[src/hw/rtl/tcce_fifo.sv]
// ----------------------------------------------------------------------------
// tcce_fifo
// Small register queue used between the front end, back end and result port.
// ----------------------------------------------------------------------------
module tcce_fifo #(
  parameter int DW    = 8,
  parameter int DEPTH = 2
) (
  input  logic          clk,
  input  logic          rst_n,
  input  logic          push,
  input  logic [DW-1:0] din,
  input  logic          pop,
  output logic [DW-1:0] dout,
  output logic          full,
  output logic          empty
);

  localparam int PW = (DEPTH > 1) ? $clog2(DEPTH) : 1;
  localparam int CW = $clog2(DEPTH + 1);

  logic [DW-1:0] mem_r [DEPTH];
  logic [PW-1:0] wp_r, wp_nxt, rp_r, rp_nxt;
  logic [CW-1:0] cnt_r, cnt_nxt;
  logic          do_push, do_pop;

  assign full    = (cnt_r == CW'(DEPTH));
  assign empty   = (cnt_r == '0);
  assign do_push = push && !full;
  assign do_pop  = pop && !empty;
  assign dout    = mem_r[rp_r];

  always_comb begin
    wp_nxt  = wp_r;
    rp_nxt  = rp_r;
    cnt_nxt = cnt_r;
    if (do_push) begin
      wp_nxt = (wp_r == PW'(DEPTH - 1)) ? '0 : wp_r + 1'b1;
    end
    if (do_pop) begin
      rp_nxt = (rp_r == PW'(DEPTH - 1)) ? '0 : rp_r + 1'b1;
    end
    if (do_push && !do_pop) begin
      cnt_nxt = cnt_r + 1'b1;
    end else if (do_pop && !do_push) begin
      cnt_nxt = cnt_r - 1'b1;
    end
  end

  always_ff @(posedge clk) begin
    if (!rst_n) begin
      wp_r  <= '0;
      rp_r  <= '0;
      cnt_r <= '0;
    end else begin
      wp_r  <= wp_nxt;
      rp_r  <= rp_nxt;
      cnt_r <= cnt_nxt;
    end
  end

  always_ff @(posedge clk) begin
    if (do_push) begin
      mem_r[wp_r] <= din;
    end
  end

endmodule

[config.mk]
export PLATFORM = sky130hd
export DESIGN_NAME = tcce_fifo
export DESIGN_NICKNAME = d
export VERILOG_FILES = /design/src/hw/rtl/tcce_fifo.sv
export SDC_FILE = /design/constraint.sdc
export NUM_CORES = 1
export LEC_CHECK = 0
export BUFFER_PORTS_ARGS = -buffer_cell sky130_fd_sc_hd__buf_2
export CAP_MARGIN = 20
export CORE_MARGIN = 4
export CORE_UTILIZATION = 52
export CTS_BUF_LIST = sky130_fd_sc_hd__clkbuf_16
export DETAILED_ROUTE_END_ITERATION = 6
export GPL_TIMING_DRIVEN = 0
export PLACE_DENSITY = 0.79
export SKIP_LAST_GASP = 1
export SLEW_MARGIN = 20
export SYNTH_ARGS = -nofsm -noshare
export SYNTH_HDL_FRONTEND = slang
export SYNTH_SLANG_ARGS = --single-unit
[constraint.sdc]
create_clock -name clk -period 4.5 [get_ports clk]
set_input_delay 0.675 -clock clk [delete_from_list [all_inputs] [get_ports clk]]
set_output_delay 0.675 -clock clk [all_outputs]
set_load 0.01 [all_outputs]
==> impl_metrics.tcl <==
set metrics [dict create \
    pwr-share-comb_pct 27.9 \
    gp_congestion 0.724 \
    htree_num_levels 1 \
    die_w_um 47.5 \
    path_cells "buf_2 -> mux2_2 -> buf_2" \
    cp.depth 3 \
    ys_ff_latch 21 \
    synth_fp_nets 63 \
    worstPathArrival_ns 1.24 \
    grt_usage_pct 11.7 \
    cp_slowest_stage_delay_ns 0.35 \
    yosysWarnings 0 \
    status "complete, no violations" \
    finalCriticalPeriod_ns 1.92 \
    grt_pass1_wl_um 1730 \
    min_period_over_period_pct 42.6 \
    portBuffers 21 \
    synth_cell_types 20 \
    rsz0062_at_grt "no" \
    cts_resized 0 \
    dr.pass1.iters 2 \
    powerDensity_mw_per_mm2 607 \
    vias 459 \
    clockBufferDepth 2 \
    cap_viol_max_count 0 \
    startpoint_type "flip-flop" \
    hp-class "flip-flop to flip-flop" \
    antenna_found_initial 0 \
    drt_wl_total_um 1200 \
    hold_viol_final 0 \
    viasPerCell 5.10 \
    antenna_cells 0 \
    setup_violations 0 \
    cts_tree "built" \
    rr_worst_depth 6 \
    cts_buffers 3 \
    grt_start_max_net_pins 12 \
    worstMarginPinSlew_ns 0.680 \
    clockRootBuffer "clkbuf_16" \
    dpl.hpwl_um 868 \
    core_area_mm2 0.00138 \
    yosysSeqAreaShare_pct 71.7 \
    antenna_left 0 \
    maxSlewViolCount 0 \
    critPathKind "flip-flop to output pin" \
    crit_top_cell "buf_2" \
    worst_slack_ns 2.58 \
    wl_per_cell_um 13.3 \
    synthCells 50 \
    first_global_vias 431 \
    required_ns 3.83 \
    cts_hold_buf 0 \
    reg2reg_from "cnt_r[0]$_SDFFE_PN0P_" \
    cp-endpoint "dout[6]" \
    avgSynthCellArea_um2 16.2 \
    drive_gt1_share_pct 46.7 \
    cp_slowest_cell "mux2_2" \
    drt_iter0_drc 2 \
    path_max_fanout 8 \
    rows 13 \
    pwr-share-clk_pct 29.0 \
    die_h_um 47.5 \
    slew_headroom_pct 54.4 \
    static-leakage-power_uw 0.000411 \
    syn_area_um2 810 \
    ios 22 \
    clock_sinks 21 \
    cp_num_buf_inv 2 \
    cts.reportedPaths.clkPinSlew_ns 0.05 \
    cp-end-kind "output pin" \
    die-area_mm2 0.00225 \
    drcViolationCount 0 \
    max_clock_freq_mhz 521 \
    switching_share_pct 26.4 \
    peakVddDrop_v 0.000373 \
    setup_tns_ns 0 \
    pre_cts_slack_ns 2.69 \
    area_delta_synth_final_pct 25.0 \
    cpLargestDelayFamily "multiplexers" \
    grt-ovfl-total 0 \
    sequentialPowerShare_pct 43.0 \
    p_sw_uw 162 \
    start_util_pct 58.6 \
    final_nets 89 \
    skew_ns 0.00123 \
    post_cts.repair.setup_buffers 0 \
    internal_power_uw 452 \
    r2r-end "cnt_r[1]$_SDFFE_PN0P_" \
    r2r_slack_ns 2.93 \
    clkLatencyLatePin_ns 0.25 \
]
-- registers in the layout (all words and copies together), names as in the netlist, named ones only --
name,cells
wp_r,1
cnt_r,2
mem_r,16
rp_r,1
-- synthesized netlist by cell type --
cell	count	share of area, %
a21boi_0	1	0.93
a21boi_1	1	0.93
and2_1	3	2.3
and3_1	1	0.77
buf_2	1	0.62
dfxtp_1	5	12
edfxtp_1	16	59
ha_1	1	1.5
inv_1	1	0.46
inv_2	1	0.46
mux2_2	8	11
nand2b_1	1	0.77
nor2_1	2	0.93
nor3_2	1	1.2
o21a_1	1	0.93
o21ai_0	1	0.62
o21ai_1	1	0.62
or3_1	1	0.77
xnor2_1	2	2.2
xor2_1	1	1.1
-- tightest hold or removal path: stages, from the launching register on --
cell	delay (ns)
dfxtp_1	0.34
o21ai_0	0.08
a21boi_1	0.06
-- metal layers --
layer  part of all wire, %  GRT usage, %  wire length [µm]
met5                     0             0                 0
met4                   1.7          8.29                21
met3                   7.1          4.14                85
met2                    51          20.9               607
met1                    40          11.0               486
-- power groups by stage --
stage	combinational [µW]	clock [µW]	sequential, µW
finish	172	178	264
global route	190	189	268
CTS	176	183	265
detailed placement	174	0	268
global placement	170	0	267
floorplan	123	0	264
-- cells by family after synthesis --
group	synth area share, %
AOI/OAI and AO/OA	4.02
and+or+nand+nor	6.80
muxes	11.1
adders and majority gates	1.55
xor gates and xnor gates	3.25
DFF	71.7
buffers and inverters	1.54
-- layout make-up --
class | instances | area, µm²
Sequential cell | 21 | 581
Fill cell | 84 | 370
Multi-Input combinational cell | 26 | 216
Timing Repair Buffer | 21 | 105
Clock buffer | 3 | 75.1
Tap cell | 15 | 18.8
Inverter | 2 | 7.51
Buffer | 1 | 5.00
Clock inverter | 1 | 3.75
-- cell usage in the layout (no fill, tap or decap) --
| master | count |
|---|---|
| a21boi_0 | 1 |
| a21boi_1 | 1 |
| and2_1 | 3 |
| and3_1 | 1 |
| buf_2 | 22 |
| clkbuf_16 | 3 |
| dfxtp_1 | 5 |
| edfxtp_1 | 16 |
| ha_1 | 1 |
| inv_1 | 2 |
| inv_2 | 1 |
| mux2_2 | 8 |
| nand2b_1 | 1 |
| nor2_1 | 2 |
| nor3_2 | 1 |
| o21a_1 | 1 |
| o21ai_0 | 1 |
| o21ai_1 | 1 |
| or3_1 | 1 |
| xnor2_1 | 2 |
| xor2_1 | 1 |
-- metrics by stage --
step                hold slack [ns]  std cells  cell area, µm²  util (%)  power, µW
floorplan                     0.483         50             810         -        387
global placement              0.506         86             933      67.5        437
detailed placement            0.506         86             933      67.5        443
CTS                           0.522         90            1010      73.2        624
global route                  0.548         90            1010      73.2        646
finish                        0.522         90            1010      73.2        614
-- how the worst min path moves through the flow --
stage,startpoint,to,cells after the start
finish,cnt_r[1]$_SDFFE_PN0P_,cnt_r[1]$_SDFFE_PN0P_,2
global route,cnt_r[1]$_SDFFE_PN0P_,cnt_r[1]$_SDFFE_PN0P_,2
CTS,cnt_r[1]$_SDFFE_PN0P_,cnt_r[1]$_SDFFE_PN0P_,2
global placement,cnt_r[1]$_SDFFE_PN0P_,cnt_r[1]$_SDFFE_PN0P_,2
detailed placement,cnt_r[1]$_SDFFE_PN0P_,cnt_r[1]$_SDFFE_PN0P_,2
floorplan,cnt_r[1]$_SDFFE_PN0P_,cnt_r[1]$_SDFFE_PN0P_,2
Power figures use the tool's default switching activity.
