==> src/hw/rtl/tcce_pkg.sv <==
// ----------------------------------------------------------------------------
// tcce_pkg
// Shared types and constants of the text console cursor engine.
// ----------------------------------------------------------------------------
package tcce_pkg;

  localparam int DEF_COLUMNS = 80;
  localparam int DEF_ROWS    = 25;

  localparam int COL_W  = 7;
  localparam int ROW_W  = 5;
  localparam int OFF_W  = 11;
  localparam int CELL_W = 16;
  localparam int AW     = 12;   // cell index, covers the largest store
  localparam int IN_AW  = 13;   // raw row*COLUMNS+column before range check

  localparam logic [7:0] CH_NEWLINE = 8'h0A;
  localparam logic [7:0] CH_CR      = 8'h0D;
  localparam logic [7:0] CH_BS      = 8'h08;
  localparam logic [7:0] CH_TAB     = 8'h09;
  localparam logic [7:0] CH_BLANK   = 8'h20;
  localparam logic [7:0] RESET_COLOR = 8'h07;
  localparam logic [7:0] TAB_MASK   = ~8'd7;

  typedef enum logic [1:0] {
    ACT_PUT   = 2'd0,
    ACT_WRITE = 2'd1,
    ACT_CLEAR = 2'd2,
    ACT_READ  = 2'd3
  } action_t;

  typedef enum logic [2:0] {
    K_PRINT,
    K_NEWLINE,
    K_CR,
    K_BS,
    K_TAB,
    K_WRITE,
    K_CLEAR,
    K_READ
  } kind_t;

  typedef enum logic [2:0] {
    ST_INIT,
    ST_IDLE,
    ST_EXEC,
    ST_RWAIT,
    ST_SCROLL,
    ST_SFILL,
    ST_FILL
  } state_t;

  typedef struct packed {
    kind_t           kind;
    logic [7:0]      ch;
    logic [7:0]      attr;
    logic [AW-1:0]   addr;
    logic            oor;
  } cmd_t;

  typedef struct packed {
    logic [CELL_W-1:0] cell_data;
    logic [COL_W-1:0]  cursor_column;
    logic [ROW_W-1:0]  cursor_row;
    logic [OFF_W-1:0]  cursor_offset;
    logic              out_of_range;
  } result_t;

endpackage

==> src/hw/rtl/tcce_front.sv <==
// ----------------------------------------------------------------------------
// tcce_front
// Decodes an input transaction into a command: control character class,
// linear cell address and range flag.
// ----------------------------------------------------------------------------
module tcce_front #(
  parameter int COLUMNS = tcce_pkg::DEF_COLUMNS,
  parameter int ROWS    = tcce_pkg::DEF_ROWS
) (
  input  logic [1:0]    action,
  input  logic [7:0]    char_code,
  input  logic [7:0]    column,
  input  logic [4:0]    row,
  input  logic [7:0]    attribute,
  output tcce_pkg::cmd_t cmd
);
  import tcce_pkg::*;

  localparam int CELLS = COLUMNS * ROWS;

  logic [IN_AW-1:0] addr;
  logic             oor;

  assign addr = IN_AW'(row) * IN_AW'(COLUMNS) + IN_AW'(column);
  assign oor  = (addr >= IN_AW'(CELLS));

  always_comb begin
    cmd.ch   = char_code;
    cmd.attr = attribute;
    cmd.addr = addr[AW-1:0];
    cmd.oor  = 1'b0;
    cmd.kind = K_PRINT;
    case (action_t'(action))
      ACT_PUT: begin
        case (char_code)
          CH_NEWLINE: cmd.kind = K_NEWLINE;
          CH_CR:      cmd.kind = K_CR;
          CH_BS:      cmd.kind = K_BS;
          CH_TAB:     cmd.kind = K_TAB;
          default:    cmd.kind = K_PRINT;
        endcase
      end
      ACT_WRITE: begin
        cmd.kind = K_WRITE;
        cmd.oor  = oor;
      end
      ACT_CLEAR: cmd.kind = K_CLEAR;
      ACT_READ: begin
        cmd.kind = K_READ;
        cmd.oor  = oor;
      end
      default: cmd.kind = K_PRINT;
    endcase
  end

endmodule

==> config.mk <==
export PLATFORM = sky130hd
export DESIGN_NAME = tcce_front
export DESIGN_NICKNAME = d
export VERILOG_FILES = /design/src/hw/rtl/tcce_pkg.sv /design/src/hw/rtl/tcce_front.sv
export SDC_FILE = /design/constraint.sdc
export NUM_CORES = 1
export LEC_CHECK = 0
export CAP_MARGIN = 20
export CORE_AREA = 3 3 40 42
export DETAILED_ROUTE_END_ITERATION = 12
export DIE_AREA = 0 0 43 45
export DONT_BUFFER_PORTS = 1
export PLACE_DENSITY = 0.56
export SLEW_MARGIN = 20
export SYNTH_ARGS = -nofsm -noshare
export SYNTH_HDL_FRONTEND = slang
export SYNTH_SLANG_ARGS = --single-unit
==> constraint.sdc <==
create_clock -name vclk -period 6.5
set_input_delay 1.95 -clock vclk [all_inputs]
set_output_delay 1.95 -clock vclk [all_outputs]
set_load 0.03 [all_outputs]
==> impl_results.html <==
<table>
<tr><th>Metric</th><th>Value</th></tr>
<tr><th colspan="2">Hold path</th></tr>
<tr><td>Worst hold path type</td><td>input pin to output pin</td></tr>
<tr><td>Hold Path Sink</td><td>cmd[18]</td></tr>
<tr><td>Hold depth</td><td>0</td></tr>
<tr><td>Startpoint of the worst hold path</td><td>attribute[5]</td></tr>
<tr><th colspan="2">Cells and area</th></tr>
<tr><td>Fin nets</td><td>100</td></tr>
<tr><td>Signed area change from the synthesized netlist to the final layout</td><td>-11.3%</td></tr>
<tr><td>Fill cell count</td><td>approximately 140</td></tr>
<tr><td>Final cell utilization of the core</td><td>0.390</td></tr>
<tr><td>Total non-filler cell area in the finished layout</td><td>502 um^2</td></tr>
<tr><td>Flip-flop and latch count</td><td>0</td></tr>
<tr><td>Final-layout clock buffer total</td><td>0</td></tr>
<tr><td>Fraction of final layout cells sized beyond drive strength 1</td><td>0.218</td></tr>
<tr><td>N_diodes</td><td>0</td></tr>
<tr><td>Area occupied by registers</td><td>0 um^2</td></tr>
<tr><th colspan="2">CTS</th></tr>
<tr><td>Cells resized by post-CTS repair</td><td>0</td></tr>
<tr><td>Buffers inserted by post-CTS timing repair</td><td>0</td></tr>
<tr><td>Hold_buf cts</td><td>0</td></tr>
<tr><th colspan="2">Timing</th></tr>
<tr><td>Total negative slack for setup checks</td><td>0 ns</td></tr>
<tr><td>Final count of negative-setup-slack endpoints</td><td>0</td></tr>
<tr><td>Unrepaired setup endpoints after global routing</td><td>no</td></tr>
<tr><td>Final Slew Violations</td><td>0</td></tr>
<tr><td>Final hold vios</td><td>0</td></tr>
<tr><td>Transition time at the pin with the least slew margin</td><td>0.347 ns</td></tr>
<tr><td>Highest Clock Rate</td><td>167 MHz</td></tr>
<tr><td>Final worst path period share</td><td>0.920</td></tr>
<tr><td>Time the final worst path needs with I/O delays and setup</td><td>around 6.0 ns</td></tr>
<tr><td>Relative slew slack</td><td>0.768</td></tr>
<tr><th colspan="2">Routing</th></tr>
<tr><td>Post-DR wirelength/cell</td><td>13.7 um</td></tr>
<tr><td>Vias post-DR</td><td>388</td></tr>
<tr><td>Drc violations</td><td>0</td></tr>
<tr><td>Number of iterations in the first detailed-routing pass</td><td>2</td></tr>
<tr><td>Detailed Route Iter0 Violations</td><td>1</td></tr>
<tr><td>Number of nets with antenna violations after routing</td><td>0</td></tr>
<tr><td>Number of vias per cell after detailed routing</td><td>5.54</td></tr>
<tr><td>Drt total wl</td><td>between 900 and 1000 um</td></tr>
<tr><th colspan="2">Synth</th></tr>
<tr><td>Area of the mapped netlist</td><td>566 um^2</td></tr>
<tr><td>Synthesized instance count</td><td>67</td></tr>
<tr><td>Synthesized area per cell</td><td>between 8 and 9 um^2</td></tr>
<tr><td>Sequential fraction of the synthesis area</td><td>0</td></tr>
<tr><td>Synthesized netlist net count</td><td>110</td></tr>
<tr><td>Cell types with the largest area share after synthesis</td><td>sky130_fd_sc_hd__buf_4, sky130_fd_sc_hd__ha_1, sky130_fd_sc_hd__fa_1, sky130_fd_sc_hd__xnor2_1, sky130_fd_sc_hd__xor2_1</td></tr>
<tr><td>Count of cell types in the netlist</td><td>23</td></tr>
<tr><td>Yosys warns</td><td>0</td></tr>
<tr><td>Area share of the largest cell type after synthesis</td><td>0.265</td></tr>
<tr><td>Area leader, netlist</td><td>sky130_fd_sc_hd__buf_4</td></tr>
<tr><th colspan="2">Floorplan</th></tr>
<tr><td>Area of the die</td><td>1940 um^2</td></tr>
<tr><td>Starting utilization of the core area</td><td>0.440</td></tr>
<tr><td>Die outline height</td><td>around 45 um</td></tr>
<tr><td>Rows</td><td>13</td></tr>
<tr><td>Die extent in x</td><td>43 um</td></tr>
<tr><td>Top Ports</td><td>63</td></tr>
<tr><td>Standard cell core area</td><td>1280 um^2</td></tr>
<tr><th colspan="2">Pwr</th></tr>
<tr><td>Static Leakage</td><td>roughly 0.25 nW</td></tr>
<tr><td>Fraction of power spent switching nets</td><td>0.606</td></tr>
<tr><td>Cell area power density</td><td>194 nW/um^2</td></tr>
<tr><td>Sequential share of power</td><td>0</td></tr>
<tr><td>Combinational share of power</td><td>1.000</td></tr>
<tr><td>Clock network fraction of design power</td><td>0</td></tr>
<tr><td>Internal power contribution</td><td>38.3 uW</td></tr>
<tr><td>Worst IR drop on VDD</td><td>0.0481 mV</td></tr>
<tr><td>Reported net switching power</td><td>58.9 uW</td></tr>
<tr><th colspan="2">Global route</th></tr>
<tr><td>First-pass GRT wire length</td><td>1600 um</td></tr>
<tr><td>Total GRT Usage</td><td>0.0990</td></tr>
<tr><td>Number of antenna violations at the first check in global routing</td><td>0</td></tr>
<tr><td>Overflow left after global routing</td><td>0</td></tr>
<tr><td>GR Util met3</td><td>0.0239</td></tr>
<tr><td>Number of global-route vias before repair</td><td>405</td></tr>
<tr><td>Global Route met1 Usage</td><td>0.135</td></tr>
<tr><td>Met2 GRT Util</td><td>0.168</td></tr>
<tr><td>Largest net degree at the start of global routing</td><td>5</td></tr>
<tr><td>Grt peak-use layer</td><td>met2</td></tr>
<tr><th colspan="2">Worst setup path</th></tr>
<tr><td>Maximum fanout along the worst path</td><td>3</td></tr>
<tr><td>Startpoint class of the critical path</td><td>input pin</td></tr>
<tr><td>Kind of critical path</td><td>input pin to output pin</td></tr>
<tr><td>Delay contributed by the slowest stage of the critical path</td><td>0.54 ns</td></tr>
<tr><td>Largest delay contributor family on the critical path</td><td>adder cells</td></tr>
<tr><td>Cell Chain, Critical Path</td><td>ha_1, ha_1, fa_1, nand3_1, o22ai_2, xor2_2, and2_1, a41oi_1, nor2b_1, buf_4</td></tr>
<tr><td>Kind of end point of the critical path</td><td>output pin</td></tr>
<tr><td>Worst EP required</td><td>4.55 ns</td></tr>
<tr><td>Slowest cell on the critical path</td><td>sky130_fd_sc_hd__fa_1</td></tr>
<tr><td>Worst Path Buf+Inv</td><td>1</td></tr>
<tr><td>Most common cell type on the critical path</td><td>sky130_fd_sc_hd__ha_1</td></tr>
<tr><td>Arrival time reported for the critical path endpoint</td><td>4.03 ns</td></tr>
<tr><td>Number of cells on the critical path</td><td>10</td></tr>
<tr><th colspan="2">Placement</th></tr>
<tr><td>IO buf count</td><td>0</td></tr>
<tr><td>Placer Congestion</td><td>slightly above 0.7</td></tr>
<tr><td>Total placed instance area</td><td>~500 um^2</td></tr>
<tr><th colspan="2">Status</th></tr>
<tr><td>Result of the run</td><td>completed</td></tr>
<tr><th colspan="2">Run</th></tr>
<tr><td>Number of max-cap violations</td><td>0</td></tr>
</table>
-- metal layers --
layer,wire (um),share of wire
met1,356,0.37
met2,454,0.47
met3,141,0.15
met4,4,0.0042
met5,0,0
-- cell type report --
cell class,instances,area [um^2],area share
inverters,3,11.3,0.0224
repair buffers,8,60.1,0.120
multi-input cells,44,412,0.820
well taps,15,18.8,0.0374
-- worst max path at each step --
stage / to / slack, ns / startpoint
after floorplan: cmd[0] / 0.03 / row[1]
after global placement: cmd[0] / 0.51 / row[1]
after detailed placement: cmd[0] / 0.51 / row[1]
after CTS: cmd[0] / 0.50 / row[1]
after global routing: cmd[0] / 0.36 / row[1]
final: cmd[0] / 0.52 / row[1]
-- power groups by stage --
stage | clock [mW] | sequential (mW) | combinational (mW)
2_1_floorplan | 0 | 0 | 0.0963
3_3_place_gp | 0 | 0 | 0.0981
3_5_place_dp | 0 | 0 | 0.0983
4_1_cts | 0 | 0 | 0.0986
5_1_grt | 0 | 0 | 0.106
6_report | 0 | 0 | 0.0972
-- synthesized netlist by cell type, types with 2 or more instances --
library cell and instances:
sky130_fd_sc_hd__buf_4 20, sky130_fd_sc_hd__ha_1 10, sky130_fd_sc_hd__nand3_1 3, sky130_fd_sc_hd__a21oi_1 2, sky130_fd_sc_hd__a21o_1 3, sky130_fd_sc_hd__xor2_1 3
sky130_fd_sc_hd__nor2b_1 2, sky130_fd_sc_hd__nor2_1 3, sky130_fd_sc_hd__inv_1 3, sky130_fd_sc_hd__xnor2_1 4, sky130_fd_sc_hd__fa_1 2
-- logic make-up after synthesis --
| kind of cell | synth area share |
|---|---|
| adders and majority gates | 0.292 |
| and+or+nand+nor | 0.111 |
| AOI/OAI and AO/OA | 0.175 |
| buffers and inverters | 0.285 |
| xor gates and xnor gates | 0.137 |
-- stage by stage --
stage / total power, mW / std cells / hold slack (ns) / worst slack (ns)
finish: 0.0972 / 70 / 3.90 / 0.519
global route: 0.106 / 70 / 3.90 / 0.360
CTS: 0.0986 / 70 / 3.90 / 0.497
detailed placement: 0.0983 / 70 / 3.90 / 0.510
global placement: 0.0981 / 70 / 3.90 / 0.512
floorplan: 0.0963 / 67 / 4.03 / 0.0251
-- cells in the final DEF, fill, tap and decap left out --
cell type,n
sky130_fd_sc_hd__o22ai_2,1
sky130_fd_sc_hd__o21a_1,1
sky130_fd_sc_hd__nand3_1,3
sky130_fd_sc_hd__o41ai_1,1
sky130_fd_sc_hd__a32o_1,1
sky130_fd_sc_hd__a21oi_1,2
sky130_fd_sc_hd__nand2b_1,1
sky130_fd_sc_hd__xor2_1,2
sky130_fd_sc_hd__nor2b_1,2
sky130_fd_sc_hd__a21oi_2,1
sky130_fd_sc_hd__fa_1,2
sky130_fd_sc_hd__nor2_1,3
sky130_fd_sc_hd__xor2_2,2
sky130_fd_sc_hd__ha_1,10
sky130_fd_sc_hd__a311o_1,1
sky130_fd_sc_hd__nand2_1,1
sky130_fd_sc_hd__xnor2_1,4
sky130_fd_sc_hd__and2_1,1
sky130_fd_sc_hd__buf_4,8
sky130_fd_sc_hd__or4_1,1
sky130_fd_sc_hd__inv_1,3
sky130_fd_sc_hd__a21o_1,3
sky130_fd_sc_hd__a41oi_1,1
Note: power is estimated with default switching activity, not from simulation.
